===== src/design/sdkt_pkg.sv =====
`default_nettype none

package sdkt_pkg;

  localparam int unsigned CAPACITY = 32;

  localparam int unsigned KEY_W   = 63;
  localparam int unsigned PAY_W   = 64;
  localparam int unsigned OWNER_W = 32;
  localparam int unsigned RCNT_W  = 6;
  localparam int unsigned OCC_W   = 6;

  // record count holds 0..CAPACITY
  localparam int unsigned CNT_W = $clog2(CAPACITY + 1);
  // common width for comparing read_count against the record count
  localparam int unsigned CMP_W = (CNT_W > RCNT_W) ? CNT_W : RCNT_W;

  typedef enum logic [1:0] {
    REQ_INSERT = 2'd0,
    REQ_REMOVE = 2'd1,
    REQ_READ   = 2'd2,
    REQ_CLEAR  = 2'd3
  } req_e;

  typedef enum logic [2:0] {
    ST_OK          = 3'd0,
    ST_WRONG_OWNER = 3'd1,
    ST_FULL        = 3'd2,
    ST_DUPLICATE   = 3'd3,
    ST_NOT_FOUND   = 3'd4
  } status_e;

  typedef enum logic [2:0] {
    CELL_HOLD,
    CELL_INSERT,
    CELL_OVERWRITE,
    CELL_REMOVE,
    CELL_ROTATE
  } cell_op_e;

  typedef struct packed {
    req_e                 req_type;
    logic [OWNER_W-1:0]   owner_id;
    logic [KEY_W-1:0]     new_key;
    logic [PAY_W-1:0]     new_payload;
    logic                 overwrite;
    logic [RCNT_W-1:0]    read_count;
  } req_t;

  typedef struct packed {
    status_e              status;
    logic                 item_valid;
    logic [KEY_W-1:0]     out_key;
    logic [PAY_W-1:0]     out_payload;
    logic                 last;
    logic [OCC_W-1:0]     occupancy;
  } rsp_t;

  typedef struct packed {
    logic [KEY_W-1:0] key;
    logic [PAY_W-1:0] payload;
  } rec_t;

  // broadcast from the controller to every cell
  typedef struct packed {
    cell_op_e op;
    rec_t     rec;
  } cell_ctrl_t;

  // per-cell position relative to the current record count
  typedef struct packed {
    logic occ;
    logic last_occ;
  } cell_pos_t;

  typedef struct packed {
    logic ge;
    logic eq;
    logic gt;
  } cell_cmp_t;

endpackage

`default_nettype wire


===== src/design/sdkt_cell.sv =====
`default_nettype none

module sdkt_cell import sdkt_pkg::*; (
  input  wire logic       clk_i,
  input  wire cell_ctrl_t ctrl_i,
  input  wire cell_pos_t  pos_i,
  input  wire rec_t       prev_i,
  input  wire logic       prev_ge_i,
  input  wire rec_t       next_i,
  input  wire rec_t       head_i,
  output rec_t            rec_o,
  output cell_cmp_t       cmp_o
);

  rec_t rec_q;
  rec_t rec_d;

  always_comb begin
    cmp_o.ge = pos_i.occ && (rec_q.key >= ctrl_i.rec.key);
    cmp_o.eq = pos_i.occ && (rec_q.key == ctrl_i.rec.key);
    cmp_o.gt = cmp_o.ge && !cmp_o.eq;
  end

  always_comb begin
    rec_d = rec_q;
    case (ctrl_i.op)
      CELL_INSERT: begin
        // larger keys stay, the first smaller or empty slot takes the new record,
        // everything behind it moves down one place
        if (!cmp_o.ge) begin
          rec_d = prev_ge_i ? ctrl_i.rec : prev_i;
        end
      end
      CELL_OVERWRITE: begin
        if (cmp_o.eq) begin
          rec_d.payload = ctrl_i.rec.payload;
        end
      end
      CELL_REMOVE: begin
        if (pos_i.occ && !cmp_o.gt) begin
          rec_d = next_i;
        end
      end
      CELL_ROTATE: begin
        // ring over occupied cells only; head wraps to the last one
        if (pos_i.occ) begin
          rec_d = pos_i.last_occ ? head_i : next_i;
        end
      end
      default: begin
        rec_d = rec_q;
      end
    endcase
  end

  always_ff @(posedge clk_i) begin
    rec_q <= rec_d;
  end

  assign rec_o = rec_q;

endmodule

`default_nettype wire


===== config.mk =====
export PLATFORM = sky130hd
export DESIGN_NAME = sdkt_cell
export DESIGN_NICKNAME = d
export VERILOG_FILES = /design/src/design/sdkt_pkg.sv /design/src/design/sdkt_cell.sv
export SDC_FILE = /design/constraint.sdc
export NUM_CORES = 1
export LEC_CHECK = 0
export ABC_AREA = 1
export BUFFER_PORTS_ARGS = -buffer_cell sky130_fd_sc_hd__buf_2
export CAP_MARGIN = 20
export CORE_AREA = 4 4 248 250
export DETAILED_ROUTE_END_ITERATION = 7
export DIE_AREA = 0 0 252 254
export PLACE_DENSITY = 0.49
export SETUP_SLACK_MARGIN = 0.4
export SKIP_CTS_REPAIR_TIMING = 1
export SYNTH_ARGS = -nofsm -noshare
export SYNTH_HDL_FRONTEND = slang
export SYNTH_SLANG_ARGS = --single-unit

===== constraint.sdc =====
create_clock -name clk_i -period 9.15 [get_ports clk_i]
set_input_delay 1.3725 -clock clk_i [delete_from_list [all_inputs] [get_ports clk_i]]
set_output_delay 1.3725 -clock clk_i [all_outputs]
set_load 0.1 [all_outputs]

== Word level (Yosys, flattened, before mapping) ==
Index checks and enable logic that the tools add are counted.

* Word-level logic and storage cells: 30
* Register bits: 127
* Memory bits (read-only): 0
* Bits in latches: 0
* RAM bits: 0
* Memories kept: 0
* Output and inout port bits: 130

* Divide/modulo/power cells: 0
* Bitwise operators: 0
* Reductions and logical operators: 10
* Shift operators: 0
* Magnitude comparators: 1
* Muxes and demuxes: 8
* $mul: 0
* Equal/unequal tests: 9
* $add $sub $neg: 0

{| class="wikitable"
|+ Operator list
! cell !! number
|-
| 2-to-1 mux 127 bit || 5
|-
| case mux 64 bit (4 select lines) || 1
|-
| case mux 63 bit (3 select lines) || 1
|-
| 2-to-1 mux 64 bit || 1
|-
| equality test 63 bit || 1
|-
| greater-or-equal comparator 63 bit || 1
|-
| inequality test 2 bit, second input constant || 4
|-
| equality test 3 x 2 -> 1 bit, second input constant || 2
|-
| AND reduction 5 bit || 1
|-
| logical AND 1 bit || 4
|-
| AND reduction 4 bit || 1
|-
| nonzero test 4 bit || 1
|-
| equality test 3 x 1 -> 1 bit, second input constant || 1
|-
| equality test 3 bit, second input constant || 1
|-
| nonzero test 3 bit || 1
|-
| logical NOT 1 bit || 2
|}

== Logic depth before layout (Yosys ltp) ==
Gate-level depths: netlist of the first run.

* Word-level depth: 8
* Mapped depth: 17
* Gate-level depth less buffers: 17

== Least setup slack after synthesis of the first run ==
No wires, ideal clock.

* Path type: input to register
* From: in ctrl_i[110] (netlist bit)
* To: reg rec_q (netlist bit rec_o[0]) (enable)
* Required time: 8.643 ns
* Stages: 12
* Setup slack: 1.668 ns
* Arrival: 6.975 ns
* Path buffers: 0
* Path through: inv_1 ha_1 nand2_1 inv_1 nand2_1 nor2_1 nand2_1 nor2_1 nand2_1 nor2_1 a21boi_0 a21oi_1

{| class="wikitable"
|+ RTL lines
! item !! RTL line !! source
|-
| start: declaration || sdkt_cell.sv:5 || <nowiki>input wire cell_ctrl_t ctrl_i,</nowiki>
|-
| end signal: assignment || sdkt_cell.sv:57 || <nowiki>rec_q <= rec_d;</nowiki>
|-
| end: declaration || sdkt_cell.sv:15 || <nowiki>rec_t rec_q;</nowiki>
|}

==> flow_metrics.tcl, run 1 <==
set metrics [dict create \
    nets 2530 \
    die-width_um 252 \
    fin_crit_ps 5210 \
    drtIter0Drc 830 \
    status "finished, final reports clean" \
    grt_pass1_vias 12600 \
    h-tree-depth 4 \
    cp.required_ps 7780 \
    final_cell_mix "buf_2, nand2_1, edfxtp_1" \
    placed_cell_area_um2 14300 \
    gr-usage-met1_pct 19.2 \
    vdd.ir_drop.worst_mv 0.136 \
    tightest_slew_ps 1020 \
    ys_seq_area_share_pct 37.0 \
    p_leak_nw 7.29 \
    syn_avg_cell_area_um2 7.60 \
    start_util_pct 17.5 \
    rsz0062_at_grt "false" \
    synthesis.nets 1935 \
    clock-sinks 127 \
    fp-row-count 89 \
    largest_reg_flops 127 \
    synth.largest_area_cell "edfxtp_1" \
    viasPerCell 4.59 \
    worst_slew_margin_rel_pct 32.1 \
    postSynthCellCount 1357 \
    grtUsageMet3_pct 4.24 \
    ys_types 31 \
    fin_skew_ps 12.3 \
    final_area_um2 14900 \
    numCtsBuffers 17 \
    final_cells 2740 \
    path_clk_slew_ps 60 \
    routed_wl_um 54700 \
    crit_type "input port to output port" \
    powerDensity_nw_per_um2 155 \
    min_path_type "input port to flop" \
    die_area_um2 64000 \
    root_buffer "clkbuf_16" \
    grt_use_total_pct 16.2 \
    drc 0 \
    routedWlPerCell_um 20.0 \
    area_growth_pct 44.9 \
    crit_path_start_kind "input port" \
    cts.path.max_buffers 2 \
    gp_congestion 0.945 \
    drtPass1Iterations 6 \
    cts_tree "built" \
    met2_usage_pct 28.1 \
    drtAntennaViolNets 0 \
    dp_cells 2706 \
    grt_first_pass_wirelength_um 77100 \
    end_kind "output port" \
    synth-edff-count 127 \
    maxCapViolations 0 \
    hold_viol 0 \
    core_um2 59000 \
    insertion_delay_ps 470 \
    setup-violations-final 0 \
    ys_warn_count 0 \
    synth_area_leaders "edfxtp_1, nand2_1, ha_1" \
    finalMaxSlewViolations 0 \
    syn_area_um2 10300 \
    finalCritPeriodShare_pct 57.0 \
    io_buffers 644 \
    busiest_layer "met2" \
    synth_ff_type "edfxtp_1" \
    final_common_cell "buf_2" \
    finalSetupTns_ps 0 \
    gr-total-overflow 0 \
    antenna_found_initial 5 \
    dp_hpwl_um 44200 \
    async_flop_share_pct 0 \
    drive_gt1_share_pct 36.8 \
    arrival_ps 3840 \
    synth-seq-cells 127 \
    max_freq_mhz 192 \
    num_io_pins 645 \
    vias 12600 \
    grt_max_degree 80 \
    crit_path_max_fanout 3 \
    synth_top_area_share_pct 37.0 \
    die_y_um 254 \
]
[path summary, 6_finish.rpt]
| check | slack [ps] | startpoint | cells after the start | to |
|---|---|---|---|---|
| setup / recovery | 3940 | ctrl_i[87] | 15 | cmp_o[0] |
| hold reg to reg | 1650 | rec_o[125] | 10 | rec_o[122] |
| hold / removal | 1190 | head_i[66] | 3 | rec_o[66] |
| setup reg to reg | 5130 | rec_o[67] | 17 | rec_o[76] |
[critical path, stage by stage]
cell and delay [ps]:
buf_2 80, inv_1 40, ha_1 340, nand2_1 70
inv_1 50, nand2_1 50, nor2_1 380, and2_1 190
nand2_1 50, nand2_1 140, nand2_1 80, nand2_1 60
nand3_1 310, inv_1 170, buf_2 440
[cells by family (layout without fill, tap and decap cells)]
group	count (synthesis)	after routing	synth area share, %
AO/OA/AOI/OAI	281	281	20.0
adder cells (fa/ha/maj)	63	63	7.65
buffers and inverters	200	808	7.72
flip-flops	127	127	37.0
multiplexers	19	19	1.84
other	0	2	0
AND/OR/NAND/NOR	667	667	25.8
[power by group]
part	total (mW)	switching, mW	internal [mW]	leakage (nW)
Clock	0.742	0.290	0.453	0.292
Combinational	0.846	0.623	0.223	5.80
Sequential	0.729	0.0229	0.707	1.20
[cells in the mapped netlist (2+ instances only)]
| cell type | count |
|---|---|
| nand2_1 | 546 |
| edfxtp_1 | 127 |
| inv_1 | 111 |
| a21oi_1 | 83 |
| ha_1 | 63 |
| clkbuf_1 | 54 |
| nand3_1 | 53 |
| o211ai_1 | 46 |
| a221oi_1 | 45 |
| o21ai_0 | 44 |
| nor2_1 | 36 |
| buf_2 | 22 |
| nand4_1 | 22 |
| a32oi_1 | 21 |
| a221oi_2 | 19 |
| mux2i_1 | 19 |
| a221o_1 | 17 |
| buf_1 | 6 |
| a21o_1 | 4 |
| inv_2 | 4 |
| and2_1 | 3 |
| buf_6 | 2 |
| nor3_1 | 2 |
[metal layers]
metal	vias up	wire length (um)
met5	-	0
met4	0	1670
met3	81	4450
met2	684	26600
met1	5876	21900
li1	5932	-
[cell type report]
type / instances / area [um^2]
Fill cell: 6563 / 44100
Multi-Input combinational cell: 1030 / 5750
Sequential cell: 127 / 3810
Timing Repair Buffer: 660 / 3350
Tap cell: 773 / 967
Inverter: 116 / 439
Clock buffer: 17 / 425
Clock inverter: 15 / 194
Antenna cell: 2 / 5.00
[stage by stage]
step | hold WS (ps) | setup slack (ps) | util [%] | total power [mW]
3_3_place_gp | 1590 | 3890 | 24.3 | 1.59
2_1_floorplan | 1580 | 1670 | - | 1.30
4_1_cts | 1140 | 3870 | 25.3 | 2.35
6_report | 1190 | 3940 | 25.3 | 2.32
5_1_grt | 1160 | 3790 | 25.3 | 2.43
3_5_place_dp | 1620 | 3890 | 24.3 | 1.59
(Power assumes the default switching activity.)
==> run 2, diff against run 1 <==
ABC_AREA = 0   (was 1)
CORE_AREA = 4 4 246 248   (was 4 4 248 250)
DIE_AREA = 0 0 250 252   (was 0 0 252 254)
clock period = 4.5 ns   (was 9.15 ns; I/O delays follow)
==> run 2 against run 1 <==
Against the previous run: via count decreased by 18%; worst hold slack got worse by 700 ps; global-route usage decreased by 2.0 points; clock power increased by 83%; worst setup slack worse by 3300 ps; register-to-register slack worse by 4000 ps; cell count down 16%; critical path type is now flop to output port.
==> flow_metrics.tcl, run 2 <==
set metrics [dict create \
    path_clk_slew_ps 60 \
    h-tree-depth 4 \
    yosys-top-cells-count "edfxtp_1, mux2i_1, nor2_1" \
    io_buffers 644 \
    arrival_ps 3160 \
    start_util_pct 16.0 \
    r2r_slack_ps 1100 \
    synthesis.nets 1479 \
    area_growth_pct 51.6 \
    antenna_found_initial 7 \
    finalCritPeriodShare_pct 85.2 \
    nets 2105 \
    worst_slew_margin_rel_pct 40.7 \
    drtIter0Drc 598 \
    vdd.ir_drop.worst_mv 0.281 \
    final_cells 2315 \
    r2r_start "rec_o[96]" \
    ys_seq_area_share_pct 40.9 \
    worst_r2r_path_depth 10 \
    ys_types 50 \
    routedWlPerCell_um 20.5 \
    drtAntennaViolNets 0 \
    hold_viol 0 \
    largest_reg_flops 127 \
    fin_skew_ps 18.5 \
    die-width_um 250 \
    ys_warn_count 0 \
    gp_congestion 0.986 \
    dp_hpwl_um 39600 \
    synth_top_family_by_area "compound AO/OA/AOI/OAI gates" \
    synth-edff-count 127 \
    placed_cell_area_um2 13600 \
    setup-violations-final 0 \
    viasPerCell 4.43 \
    synth-seq-cells 127 \
    drc 0 \
    powerDensity_nw_per_um2 309 \
    synth.area.mux_share_pct 13.1 \
    holdPathStages 3 \
    crit_path_max_fanout 4 \
    cts_tree "built" \
    end_kind "output port" \
    cts.path.max_buffers 2 \
    dp_cells 2281 \
    synth_simple_gate_area_share_pct 9.92 \
    drtPass1Iterations 8 \
    final_area_um2 14100 \
    cp.required_ps 3830 \
    numCtsBuffers 17 \
    fin_crit_ps 3830 \
    status "finished, final reports clean" \
    syn_area_um2 9330 \
    synth_compound_area_share_pct 21.7 \
    min_path_type "input port to flop" \
    die_area_um2 63000 \
    num_io_pins 645 \
    max_freq_mhz 261 \
    final_cell_mix "buf_2, edfxtp_1, mux2i_1" \
    synth.largest_area_cell "edfxtp_1" \
    synth_xor_area_share_pct 0 \
    tightest_slew_ps 890 \
    root_buffer "clkbuf_16" \
    die_y_um 252 \
    synth_top_area_share_pct 40.9 \
    synth.most_common_cell "edfxtp_1" \
    endpoint "cmp_o[2]" \
    core_um2 58500 \
    finalSetupTns_ps 0 \
    power_mw 4.37 \
    grt_first_pass_wirelength_um 66800 \
    gr-total-overflow 0 \
    p_leak_nw 6.64 \
    rsz0062_at_grt "false" \
    insertion_delay_ps 460 \
    drive_gt1_share_pct 47.5 \
    synthAdderAreaFrac_pct 8.45 \
    reg2reg_to "rec_o[101]" \
    synth_area_leaders "edfxtp_1, mux2i_1, ha_1" \
    final_common_cell "buf_2" \
    maxCapViolations 0 \
    finalMaxSlewViolations 0 \
    clock-sinks 127 \
    grt_max_degree 86 \
    crit_type "flop to output port" \
    grt_pass1_vias 10700 \
    syn_avg_cell_area_um2 10.3 \
    postSynthCellCount 901 \
    vias 10300 \
    async_flop_share_pct 0 \
    routed_wl_um 47500 \
    synth_ff_type "edfxtp_1" \
    fp-row-count 89 \
    startpoint "rec_o[96]" \
    grt_use_total_pct 14.2 \
    crit_path_start_kind "flop" \
]
## run 2: report_power, final
group	switching, mW	leakage, nW	internal (mW)
registers	0.0338	1.19	1.42
clock network	0.555	0.267	0.802
logic	1.08	5.19	0.474
total	1.67	6.64	2.70
## run 2: cells by family after synthesis
family | Yosys count
AOI/OAI and AO/OA | 255
and+or+nand+nor | 202
buffers and inverters | 134
DFF | 127
muxes | 120
adders and majority gates | 63
## run 2: final cells by class
type	count	area, um^2
Sequential cell	127	3810
Inverter	68	255
Clock buffer	19	433
Antenna cell	2	5.00
Fill cell	6404	44300
Multi-Input combinational cell	640	5010
Clock inverter	13	123
Timing Repair Buffer	673	3530
Tap cell	773	967
## run 2: stage by stage
step / utilization [%] / worst slack (ps) / hold WS [ps]
floorplan: - / 424 / 857
global placement: 23.2 / 487 / 949
detailed placement: 23.2 / 504 / 949
CTS: 24.2 / 463 / 421
global route: 24.2 / 415 / 482
finish: 24.2 / 667 / 494
## run 2: how the worst min path moves through the flow
stage	from	to	slack [ps]
after floorplan	ctrl_i[11]	rec_o[11]	860
after global placement	ctrl_i[58]	rec_o[58]	950
after detailed placement	ctrl_i[56]	rec_o[56]	950
after CTS	ctrl_i[56]	rec_o[56]	420
after global routing	ctrl_i[56]	rec_o[56]	480
final	ctrl_i[56]	rec_o[56]	490
## run 2: per-layer routing
layer	track usage [%]	vias to the layer above	share of wire, %
li1	-	4804	-
met5	0	-	0.072
met3	4.67	62	8.7
met1	15.4	4856	38
met2	25.6	534	50
met4	5.79	6	3.2
## run 2: critical path, stage by stage (launching register included)
cell       delay (ps)
edfxtp_1          380
ha_1              300
a21oi_1           140
o21ai_0           200
a221oi_2          460
o2bb2ai_1         130
buf_4             150
nor4_2            420
buf_4             250
nor2b_2            80
buf_12            170
