===== src/design/sdkt_pkg.sv =====
`default_nettype none

package sdkt_pkg;

  localparam int unsigned CAPACITY = 32;

  localparam int unsigned KEY_W   = 63;
  localparam int unsigned PAY_W   = 64;
  localparam int unsigned OWNER_W = 32;
  localparam int unsigned RCNT_W  = 6;
  localparam int unsigned OCC_W   = 6;

  // record count holds 0..CAPACITY
  localparam int unsigned CNT_W = $clog2(CAPACITY + 1);
  // common width for comparing read_count against the record count
  localparam int unsigned CMP_W = (CNT_W > RCNT_W) ? CNT_W : RCNT_W;

  typedef enum logic [1:0] {
    REQ_INSERT = 2'd0,
    REQ_REMOVE = 2'd1,
    REQ_READ   = 2'd2,
    REQ_CLEAR  = 2'd3
  } req_e;

  typedef enum logic [2:0] {
    ST_OK          = 3'd0,
    ST_WRONG_OWNER = 3'd1,
    ST_FULL        = 3'd2,
    ST_DUPLICATE   = 3'd3,
    ST_NOT_FOUND   = 3'd4
  } status_e;

  typedef enum logic [2:0] {
    CELL_HOLD,
    CELL_INSERT,
    CELL_OVERWRITE,
    CELL_REMOVE,
    CELL_ROTATE
  } cell_op_e;

  typedef struct packed {
    req_e                 req_type;
    logic [OWNER_W-1:0]   owner_id;
    logic [KEY_W-1:0]     new_key;
    logic [PAY_W-1:0]     new_payload;
    logic                 overwrite;
    logic [RCNT_W-1:0]    read_count;
  } req_t;

  typedef struct packed {
    status_e              status;
    logic                 item_valid;
    logic [KEY_W-1:0]     out_key;
    logic [PAY_W-1:0]     out_payload;
    logic                 last;
    logic [OCC_W-1:0]     occupancy;
  } rsp_t;

  typedef struct packed {
    logic [KEY_W-1:0] key;
    logic [PAY_W-1:0] payload;
  } rec_t;

  // broadcast from the controller to every cell
  typedef struct packed {
    cell_op_e op;
    rec_t     rec;
  } cell_ctrl_t;

  // per-cell position relative to the current record count
  typedef struct packed {
    logic occ;
    logic last_occ;
  } cell_pos_t;

  typedef struct packed {
    logic ge;
    logic eq;
    logic gt;
  } cell_cmp_t;

endpackage

`default_nettype wire


===== src/design/sdkt_if.sv =====
`default_nettype none


interface sdkt_rsp_if import sdkt_pkg::*; ();
  logic valid;
  logic ready;
  rsp_t data;

  modport source (output valid, output data, input ready);
  modport sink   (input valid, input data, output ready);
endinterface

`default_nettype wire


===== src/design/sdkt_out_queue.sv =====
`default_nettype none

module sdkt_out_queue import sdkt_pkg::*; (
  input  wire logic      clk_i,
  input  wire logic      rst_ni,
  input  wire logic      push_i,
  input  wire rsp_t      push_data_i,
  output logic           room_o,
  sdkt_rsp_if.source     rsp_o
);

  rsp_t head_q, head_d;
  rsp_t tail_q, tail_d;
  logic head_v_q, head_v_d;
  logic tail_v_q, tail_v_d;
  logic pop;

  assign pop    = head_v_q && rsp_o.ready;
  assign room_o = !tail_v_q;

  always_comb begin
    head_d   = head_q;
    tail_d   = tail_q;
    head_v_d = head_v_q;
    tail_v_d = tail_v_q;
    if (pop) begin
      head_d   = tail_q;
      head_v_d = tail_v_q;
      tail_v_d = 1'b0;
    end
    if (push_i) begin
      if (!head_v_d) begin
        head_d   = push_data_i;
        head_v_d = 1'b1;
      end else begin
        tail_d   = push_data_i;
        tail_v_d = 1'b1;
      end
    end
  end

  always_ff @(posedge clk_i or negedge rst_ni) begin
    if (!rst_ni) begin
      head_v_q <= 1'b0;
      tail_v_q <= 1'b0;
    end else begin
      head_v_q <= head_v_d;
      tail_v_q <= tail_v_d;
    end
  end

  always_ff @(posedge clk_i) begin
    head_q <= head_d;
    tail_q <= tail_d;
  end

  assign rsp_o.valid = head_v_q;
  assign rsp_o.data  = head_q;

endmodule

`default_nettype wire

===== src/flat_wrapper.sv =====
// flat-port wrapper written by rule: the top's interface ports become plain ports
module sdkt_out_queue_flat import sdkt_pkg::*;
  (clk_i, rst_ni, push_i, push_data_i, room_o, rsp_o_valid, rsp_o_data, rsp_o_ready);
  sdkt_rsp_if rsp_o_i ();
  input  wire logic clk_i;
  input  wire logic rst_ni;
  input  wire logic push_i;
  input  wire rsp_t push_data_i;
  output logic room_o;
  output wire logic [$bits(rsp_o_i.valid)-1:0] rsp_o_valid;
  output wire logic [$bits(rsp_o_i.data)-1:0] rsp_o_data;
  input wire logic [$bits(rsp_o_i.ready)-1:0] rsp_o_ready;
  assign rsp_o_valid = rsp_o_i.valid;
  assign rsp_o_data = rsp_o_i.data;
  assign rsp_o_i.ready = rsp_o_ready;
  sdkt_out_queue u_core (.clk_i(clk_i), .rst_ni(rst_ni), .push_i(push_i), .push_data_i(push_data_i), .room_o(room_o), .rsp_o(rsp_o_i));
endmodule

===== config.mk =====
export PLATFORM = sky130hd
export DESIGN_NAME = sdkt_out_queue_flat
export DESIGN_NICKNAME = d
export VERILOG_FILES = /design/src/design/sdkt_pkg.sv /design/src/design/sdkt_if.sv /design/src/design/sdkt_out_queue.sv /design/src/flat_wrapper.sv
export SDC_FILE = /design/constraint.sdc
export NUM_CORES = 1
export LEC_CHECK = 0
export ABC_AREA = 1
export BUFFER_PORTS_ARGS = -buffer_cell sky130_fd_sc_hd__buf_2
export CAP_MARGIN = 5
export CORE_AREA = 2 2 168 170
export CTS_BUF_LIST = sky130_fd_sc_hd__clkbuf_4
export DETAILED_ROUTE_END_ITERATION = 10
export DIE_AREA = 0 0 170 172
export MAX_ROUTING_LAYER = met4
export PLACE_DENSITY = 0.65
export REMOVE_ABC_BUFFERS = 1
export SETUP_SLACK_MARGIN = 0.3
export SYNTH_ARGS = -nofsm -noshare
export SYNTH_HDL_FRONTEND = slang
export SYNTH_SLANG_ARGS = --single-unit

===== constraint.sdc =====
create_clock -name clk_i -period 9.96 [get_ports clk_i]
set_input_delay 1.992 -clock clk_i [delete_from_list [all_inputs] [get_ports clk_i]]
set_output_delay 1.992 -clock clk_i [all_outputs]
set_load 0.02 [all_outputs]

* Yosys cells after proc, flatten, opt, wreduce, memory -nomap -nowiden
Cells that the tools add are included.
Storage, ports and cells: flip-flop bits (word level) 278, bits in latches 0, bits in writable memories 0, ROM bits 0, input port bits 142, output and inout bits 140, word-level logic and storage cells 25, memories kept 0
Operators by class: $add $sub $neg 0, $mul 0, divide/modulo/power cells 0, magnitude comparators 0, eq/ne operators 0, shift-type cells 0, multiplexer cells 8, bitwise operators 0, reductions and logical operators 3
Operator list (count):
- 2-to-1 mux 138 bit | 3
- 2-to-1 mux 1 bit | 5
- AND reduction 2 bit | 1
- logical AND 1 bit | 1
- logical NOT 1 bit | 1

* Depth between registers and ports, before layout
Gate-level depths: netlist (run 1).
depth after elaboration 4, depth in mapped cells 8, mapped depth without buffers 6

* Worst setup path before layout (run 1)
Ideal clock, no wire load.
path kind input to register, start point in push_i, end point reg u_core.tail_q[0] in the netlist's numbering (enable), library setup time 638 ps, data arrival time 8099 ps, required time 9322 ps, path slack 1223 ps, stages on the path 4, buffers on the path 2, path through buf_2 > buf_2 > inv_1 > nor2_1
On the way: cells in the longest elaborated chain, start to end 1
Ends and longest elaborated chain:
- start: declaration | line flat_wrapper.sv:7 | input wire logic push_i;
- AND reduction 2 bit (no line)
- end signal: assignment | line sdkt_out_queue.sv:54 | tail_q <= tail_d;
- end: declaration | line sdkt_out_queue.sv:13 | rsp_t tail_q, tail_d;
No other way between the ends. A chain may end at the register's enable or synchronous reset.

==> metrics.txt, run 1 <==
DP Wirelength=16.9 mm; DRT antenna net count=0; Critical Path Fanout Max=77; switching share of power=0.318; Top Ports=between 200 and 300; vias in the first global route=8957; Arr. time, crit path=roughly 4.7 ns; Worst R2R End=u_core.rsp_o.data[56]; CP endpoint=u_core.rsp_o.data[20]; DRC=0; CTS hold repair buffers=0; Lkg Pwr=6.72 nW; Design Power=around 0.0033 W; CTS root buffer=clkbuf_4; Nets=about 1600; post-synthesis adder-cell area fraction=0; Row Count=61; fin crit period=roughly 4.2 ns; Clock Path Buffers=3; Top cell by count, worst path=nand2_1; Post-DP Area=12400 um2; WS Path Type=input pin to flop; xor/xnor share of the synthesized area=0; unrepaired setup endpoints after global routing=no; Rel. slew slack=0.281; count of different cell masters after synthesis=11; area grow syn2layout=23.9%; WL/cell=between 15 and 20 um; setup bufs post-CTS=0; top post-synthesis cells by area=edfxtp_1, dfxtp_1, nand2_1; Critical Path Source=rsp_o_ready; starting density of the core=0.396; pwr dens=247 nW/um2; Synth area leader=edfxtp_1; Worst setup SP type=input pin; status=complete, no violations; part of the power in registers=0.446; Worst Tran Pin Value=1.08 ns; DR iter-0 viols=just under 700; # setup viols final=0; internal power=0.00227 W; maximum vdd drop=roughly 0.00012 V; Hold Path Class=flop to flop; most numerous cell in the Yosys netlist=nand2_1; Fin Clk Skew=~0.032 ns; grt peak-use layer=met2; Post-synth top cells=nand2_1, nand3_1, dfxtp_1, edfxtp_1, buf_2; Final Routed Wirelength=30.2 mm; Clk network pwr share=0.331; Die H=between 150 and 200 um; worst skew pair latency=about 0.65 ns; Final Non-Filler Cells=roughly 1900; GR Util All Layers=0.208; Core ar.=between 20000 and 30000 um2; 1st-pass router iterations=5; Synthesis Warnings=0; Syn Std Cell Area=~11000 um2; critical-path cell list=buf_4 > nand2_1 > nand2_4 > nand2_4 > buf_4 > nand2_1 > nand2_1; post-route cell area=between 10000 and 15000 um2; top_reg_cell synth=edfxtp_1; Max-Cap Viols=0; CTS tree=yes; CTS resizes=0; die area=roughly 29000 um2; sequential fraction of the synthesis area=0.639; initial antenna violation count=6; Psw=0.00106 W; post-synthesis compound-gate area fraction=0.000460; met3 Track Usage GR=0.0696; Worst path slowest cell=buf_4; total global routing overflow=0; mux share of post-synthesis cell area=0; htree depth=3; Largest stage delay, worst path=around 0.85 ns; clk sinks=about 280; Final Hold Vio Count=0; layout filler cell count=around 2700; Post-Syn Instances=1208; routed vias=a little over 9000; vias per cell=4.89; #FFs+latches synth=approximately 280; crit end category=flop; Worst R2R Path Depth=8; cts bufs inserted=76; # placed instances=1753; met2 usage=0.331; share of cells above drive strength 1=0.275; first-pass GRT wire length=about 46 mm; RR Startpoint=u_core.rsp_o.valid; Crit path required time=between 10 and 15 ns; Async S/R FF share, synth=0.00719; IO buf count=between 200 and 300; EDFF count, synth=roughly 140; reg2reg setup slack=6.24 ns; Final period util=0.417; met1 Resource Use GR=0.250; Avg Cell Area, Syn=~9 um2; largest net degree at the start of global routing=78; count of final max-slew check failures=0; largest family of logic cells by synthesized area=simple AND/OR/NAND/NOR gates; GP Congestion=0.750; fmax=around 240 MHz; Synth top area share=0.381; simple-gate share of the synthesized area=0.320; clk slew on worst S/H paths=0.07 ns; Comb power frac=0.222; Die W=roughly 170 um
## registers in the layout, summed over array words and instances (netlist names)
signal / count
u_core.rsp_o.data: 138
u_core.rsp_o.valid: 1
u_core.tail_q: 138
u_core.tail_v_q: 1
## layout make-up
type                       instances  area (um2)  area share
sequential                       278        6960       0.516
timing repair buffer             291        1490       0.110
clock inverter                    10         116     0.00863
antenna                            6        15.0     0.00111
tap                              346         433      0.0321
multi-input combinational        836        3510       0.261
clock buffer                     126         946      0.0702
inverter                           2        7.51    0.000557
## per-layer routing
| layer | up-vias | routed length (um) |
|---|---|---|
| met1 | 4261 | 12600 |
| met3 | 41 | 2810 |
| met2 | 357 | 14300 |
| met5 | - | 0 |
| met4 | 0 | 422 |
| li1 | 4612 | - |
## critical path, delay by kind of cell
family                 cells  cell delay [ns]
buffers and inverters      2             0.99
AND/OR/NAND/NOR            5             1.58
## cells in the final DEF (no fill, tap or decap)
| cell | instances |
|---|---|
| buf_2 | 279 |
| buf_4 | 12 |
| bufinv_16 | 3 |
| clkbuf_4 | 126 |
| clkinv_1 | 7 |
| dfrtp_1 | 1 |
| dfrtp_4 | 1 |
| dfxtp_1 | 138 |
| diode_2 | 6 |
| edfxtp_1 | 138 |
| inv_1 | 2 |
| nand2_1 | 555 |
| nand2_4 | 3 |
| nand3_1 | 276 |
| nor2_4 | 1 |
| o21ai_0 | 1 |
## per-stage QoR
| stage | hold slack, ns | utilization | setup TNS (ns) | worst slack [ns] |
|---|---|---|---|---|
| after floorplan | 0.453 | - | -178.24 | -1.29 |
| after global placement | 0.470 | 0.451 | 0 | 5.20 |
| after detailed placement | 0.475 | 0.451 | 0 | 5.18 |
| after CTS | 0.491 | 0.490 | 0 | 5.73 |
| after global routing | 0.505 | 0.491 | 0 | 5.64 |
| final | 0.489 | 0.491 | 0 | 5.80 |
## worst min-delay path by stage
stage	startpoint	endpoint	slack (ns)	cells past startpoint
5_1_grt	u_core.tail_v_q	u_core.tail_v_q	0.51	2
3_5_place_dp	u_core.tail_v_q	u_core.tail_v_q	0.47	2
6_report	u_core.tail_v_q	u_core.tail_v_q	0.49	2
4_1_cts	u_core.tail_v_q	u_core.tail_v_q	0.49	2
2_1_floorplan	u_core.tail_v_q	u_core.tail_v_q	0.45	2
3_3_place_gp	u_core.tail_v_q	u_core.tail_v_q	0.47	2
## logic make-up (layout without fill, tap and decap cells)
kind of cell	after synthesis	count (layout)
DFF	278	278
other	0	6
AOI/OAI and AO/OA	1	1
and+or+nand+nor	835	835
buffers and inverters	94	429
## power by group through the flow
stage / logic (W) / registers (W) / clock network, W
floorplan: 0.000281 / 0.00168 / 0
global placement: 0.000738 / 0.00150 / 0
detailed placement: 0.000744 / 0.00151 / 0
CTS: 0.000747 / 0.00149 / 0.00114
global route: 0.000824 / 0.00150 / 0.00120
finish: 0.000740 / 0.00148 / 0.00110
(Power assumes the default switching activity.)
==> run 2, diff against run 1 <==
--- a/config.mk
+++ b/config.mk
@@ -13,7 +13,7 @@
 export DETAILED_ROUTE_END_ITERATION = 10
 export DIE_AREA = 0 0 170 172
 export MAX_ROUTING_LAYER = met4
-export PLACE_DENSITY = 0.65
+export PLACE_DENSITY = 0.67
 export REMOVE_ABC_BUFFERS = 1
 export SETUP_SLACK_MARGIN = 0.3
 export SYNTH_ARGS = -nofsm -noshare
==> constraint.sdc (replaced) <==
create_clock -name clk_i -period 3.5 [get_ports clk_i]
set_input_delay 0.7 -clock clk_i [delete_from_list [all_inputs] [get_ports clk_i]]
set_output_delay 0.7 -clock clk_i [all_outputs]
set_load 0.02 [all_outputs]
==> metrics.txt, run 2 (synthesis results as in run 1) <==
Row Count=61 (unchanged); routed vias=9285 (+0.15%); layout filler cell count=2666 (-0.41%); total global routing overflow=0 (unchanged); cts bufs inserted=75 (-1.3%); DRC=0 (unchanged); first-pass GRT wire length=45.9 mm (-1.0%); Rel. slew slack=0.317 (+0.0355); WS Path Type=flop to output port; 1st-pass router iterations=5 (unchanged); htree depth=3 (unchanged); Core ar.=27500 um2 (unchanged); WL/cell=15.8 um (-0.92%); initial antenna violation count=6 (unchanged); Final Routed Wirelength=30.1 mm (-0.40%); DRT antenna net count=0 (unchanged); Nets=1632 (+0.31%); maximum vdd drop=0.000364 V (+210%); Final Non-Filler Cells=1905 (+0.53%); critical-path cell list=buf_2; GP Congestion=0.765 (+2.1%); DP Wirelength=16.5 mm (-2.0%); switching share of power=0.325 (+0.00736); share of cells above drive strength 1=0.276 (+0.000336); count of final max-slew check failures=0 (unchanged); crit end category=output port; Arr. time, crit path=1.47 ns (-3.25 ns); Die W=170 um (unchanged); Worst setup SP type=flop; clk slew on worst S/H paths=0.07 ns (about the same); Fin Clk Skew=0.0415 ns (+0.00903 ns); Top Ports=282 (unchanged); die area=29200 um2 (unchanged); largest net degree at the start of global routing=139 (+78%); Final TNS setup=0 ns (unchanged); most frequent cells in the layout=nand2_1, buf_2, nand3_1; worst skew pair latency=0.65 ns (about the same); highest routed metal layer=met4; unrepaired setup endpoints after global routing=no; Comb power frac=0.227 (+0.005); most common cell after layout, fill and taps aside=nand2_1; Critical Path Fanout Max=19 (-75%); GR Util All Layers=0.205 (-0.00297); fmax=461 MHz; pwr dens=690 nW/um2 (+180%); Worst path slowest cell=dfrtp_4; CTS resizes=0 (unchanged); crit path buf inv count=1 (-1); Psw=0.00303 W (+190%); IO buf count=281 (unchanged); met3 wire length=2.54 mm (-9.6%); vias per cell=4.87 (-0.37%); Design Power=0.00933 W (+180%); met1 wire length=13.3 mm (+5.6%); CTS root buffer=clkbuf_4; clk sinks=278 (unchanged); starting density of the core=0.396 (unchanged); WL met2=13.6 mm (-5.0%); Clock Path Buffers=3 (unchanged); internal power=0.00630 W (+180%); # placed instances=1758 (+0.29%); fin crit period=between 2 and 2.5 ns; Crit path required time=2.80 ns (-7.73 ns); vias in the first global route=8821 (-1.5%); # setup viols final=0 (unchanged); Clk network pwr share=0.320 (-0.011); cell family with most CP delay=flip-flops; Max-Cap Viols=0 (unchanged); status=complete, no violations; Largest stage delay, worst path=0.59 ns (-0.26 ns); DR iter-0 viols=743 (+8.8%); Hold Path Class=input pin to flop; Final Hold Vio Count=0 (unchanged); area grow syn2layout=24.3%; Lkg Pwr=6.74 nW (+0.29%); Die H=172 um (unchanged); CTS tree=yes; part of the power in registers=0.454 (+0.008); Worst Tran Pin Value=1.03 ns (-0.0533 ns); Final period util=0.620
-- run 2: changes by cell type in the layout (fill, tap and decap cells not counted), moves of 2 or more --
cell	delta
buf_12	+4
clkbuf_4	-4
clkinv_1	+5
inv_2	+2
bufinv_16	-2
-- run 2: worst register-to-register path: cells and delay by family (launching register included) --
kind | cells | cell delay [ns]
buffers and inverters | 1 | 0.77
and+or+nand+nor | 4 | 0.56
DFF | 1 | 0.59
-- run 2: cell type report --
| class | count | area [um2] | area share |
|---|---|---|---|
| flip-flops and latches | 278 | 6960 | 0.515 |
| multi-input cells | 836 | 3510 | 0.260 |
| repair buffers | 297 | 1580 | 0.117 |
| clock buffers | 122 | 916 | 0.0677 |
| well taps | 346 | 433 | 0.0320 |
| clock inverters | 17 | 95.1 | 0.00703 |
| diodes | 7 | 17.5 | 0.00129 |
| inverters | 2 | 7.51 | 0.000555 |
-- run 2: stage by stage --
| step | cell area (um2) | hold WS [ns] | util | setup slack [ns] |
|---|---|---|---|---|
| after global placement | 12500 | 0.473 | 0.455 | 1.17 |
| after CTS | 13500 | 0.150 | 0.492 | 1.27 |
| final | 13500 | 0.237 | 0.492 | 1.33 |
| after global routing | 13500 | 0.162 | 0.492 | 1.24 |
| after floorplan | 10500 | 0.404 | - | -7.75 |
| after detailed placement | 12500 | 0.497 | 0.455 | 1.17 |
-- run 2: final timing paths --
kind | to | startpoint | cells past startpoint | slack [ns]
worst min-delay path | u_core.tail_q[9] | push_data_i[9] | 1 | 0.24
worst max register to register | u_core.rsp_o.data[53] | u_core.rsp_o.valid | 5 | 1.48
worst max-delay path | rsp_o_valid | u_core.rsp_o.valid | 1 | 1.33
max in group asynchronous | u_core.rsp_o.valid | rst_ni | 2 | 2.95
worst min register to register | u_core.tail_v_q | u_core.tail_v_q | 2 | 0.51
min in group asynchronous | u_core.rsp_o.valid | rst_ni | 2 | 0.42
-- run 2: power by group through the flow --
stage / combinational (W) / sequential (W) / clock [W]
finish: 0.00212 / 0.00423 / 0.00298
global route: 0.00235 / 0.00428 / 0.00325
CTS: 0.00213 / 0.00424 / 0.00308
detailed placement: 0.00213 / 0.00430 / 0
global placement: 0.00210 / 0.00429 / 0
floorplan: 0.000798 / 0.00479 / 0
-- run 2: per-layer routing --
| metal | vias to the layer above | track usage |
|---|---|---|
| li1 | 4622 | - |
| met1 | 4259 | 0.263 |
| met2 | 348 | 0.309 |
| met3 | 56 | 0.0625 |
| met4 | 0 | 0.0695 |
| met5 | - | - |
-- run 2: what timing repair did --
action	CTS	global route
setup buffers	0	0
endpoints found under the hold margin	2	0
hold buffers	1	0
==> run 3, diff against run 2 <==
==> constraint.sdc (replaced) <==
create_clock -name clk_i -period 1.88 [get_ports clk_i]
set_input_delay 0.376 -clock clk_i [delete_from_list [all_inputs] [get_ports clk_i]]
set_output_delay 0.376 -clock clk_i [all_outputs]
set_load 0.02 [all_outputs]
==> metrics.txt, run 3 (synthesis results as in run 1) <==
worst skew pair latency=0.68 ns (+0.03 ns); cts bufs inserted=79 (+5.3%); clk slew on worst S/H paths=0.06 ns (about the same); Rel. slew slack=0.500 (+0.184); pwr dens=1170 nW/um2 (+70%); most frequent cells in the layout=nand2_1, nand3_1, buf_2; clk sinks=278 (unchanged); Die H=172 um (unchanged); die area=29200 um2 (unchanged); area grow syn2layout=54.2%; total global routing overflow=0 (unchanged); GR Util All Layers=0.221 (+0.0164); share of cells above drive strength 1=0.338 (+0.0627); CTS tree=yes; pre-CTS setup slack=0.276 ns (-0.894 ns); fmax=573 MHz; Final Routed Wirelength=38.3 mm (+28%); # placed instances=1765 (+0.40%); IO buf count=281 (unchanged); Crit path required time=1.50 ns (-1.30 ns); count of final max-slew check failures=0 (unchanged); Fin Clk Skew=0.0609 ns (+0.0194 ns); Final period util=0.929; Arr. time, crit path=1.37 ns (-0.10 ns); CTS root buffer=clkbuf_4; Worst setup SP type=flop; unrepaired setup endpoints after global routing=yes; Top Ports=282 (unchanged); vias in the first global route=9722 (+10%); hold depth=3 (+2); htree depth=3 (unchanged); largest net degree at the start of global routing=125 (-10%); starting density of the core=0.396 (unchanged); Core ar.=27500 um2 (unchanged); Row Count=61 (unchanged); vias per cell=5.04 (+3.3%); Max-Cap Viols=0 (unchanged); initial antenna violation count=2 (-4); first-pass GRT wire length=49.8 mm (+8.4%); setup ws final=0.134 ns (-1.19 ns); Hold Startpoint=push_i; Final Hold Vio Count=0 (unchanged); maximum vdd drop=0.000664 V (+82%); RR Startpoint=u_core.rsp_o.valid; Final Non-Filler Cells=2097 (+10%); Nets=1828 (+12%); # setup viols final=0 (unchanged); DRC=0 (unchanged); status=complete, no violations; most common cell after layout, fill and taps aside=nand2_1; Lkg Pwr=8.06 nW (+20%); Worst Hold End=u_core.rsp_o.valid; Hold Slack=0.103 ns (-0.135 ns); reg2reg setup slack=0.25 ns (-1.23 ns); Clock Path Buffers=3 (unchanged); routed vias=10600 (+14%); WS Path Type=flop to output port; fin crit period=1.75 ns; WL/cell=18.3 um (+16%); DP Wirelength=16.9 mm (+2.1%); crit end category=output port; DRT antenna net count=0 (unchanged); 1st-pass router iterations=5 (unchanged); Die W=170 um (unchanged); Hold Path Class=input pin to flop; Worst R2R End=u_core.tail_q[135]; Worst Tran Pin Value=0.749 ns (-0.276 ns); GP Congestion=0.778 (+1.7%); Critical Path Fanout Max=2 (-17); Worst R2R Path Depth=7 (+2); DR iter-0 viols=851 (+15%)
==> run 3: per-layer routing <==
metal	global-route usage	vias up	share of wire
met4	0.0832	0	0.023
met1	0.278	4906	0.42
met5	-	-	0
met2	0.351	563	0.47
met3	0.0499	68	0.084
li1	-	5024	-
==> run 3: area by class of cell <==
class	count	area (um2)
diodes	2	5.00
clock buffers	131	983
clock inverters	13	104
fillers	2268	10700
inverters	2	7.51
multi-input cells	838	3570
flip-flops and latches	278	7090
well taps	346	433
repair buffers	487	4600
==> run 3: worst max path at each step <==
| stage | from | to | slack (ns) | cells after the start |
|---|---|---|---|---|
| floorplan | u_core.rsp_o.valid | u_core.tail_q[0] | -9.37 | 2 |
| global placement | rsp_o_ready | u_core.tail_q[130] | 0.28 | 5 |
| detailed placement | rsp_o_ready | u_core.tail_q[130] | 0.28 | 5 |
| CTS | u_core.rsp_o.valid | rsp_o_valid | 0.08 | 2 |
| global route | u_core.rsp_o.valid | rsp_o_valid | 0.06 | 2 |
| finish | u_core.rsp_o.valid | rsp_o_valid | 0.13 | 2 |
==> run 3: per-stage QoR <==
step                      power [W]  setup TNS (ns)   util  instance area [um2]
after global routing         0.0207               0  0.611                16800
after detailed placement     0.0121               0  0.462                12700
after CTS                    0.0188               0  0.567                15600
after global placement       0.0120               0  0.462                12700
final                        0.0197               0  0.611                16800
after floorplan              0.0104        -2042.87      -                10500
==> run 3: worst max-delay path, cell delays in order, from the launching register on <==
cell	delay [ns]
dfrtp_4	0.50
buf_8	0.14
buf_6	0.12
==> run 3: power breakdown <==
part	switching (W)	leakage, nW	total, W	internal (W)
clock network	0.00256	0.658	0.00596	0.00341
logic	0.00314	4.90	0.00565	0.00251
registers	0.000586	2.50	0.00811	0.00752
total	0.00628	8.06	0.0197	0.0134
==> run 3: what timing repair did <==
action                     4_1_cts  5_1_grt
cloned                           0       26
hold endpoints to repair       278        0
setup endpoints to repair      103      319
resized for setup              173      170
hold buffers                   139        0
buffers inserted                 3       18
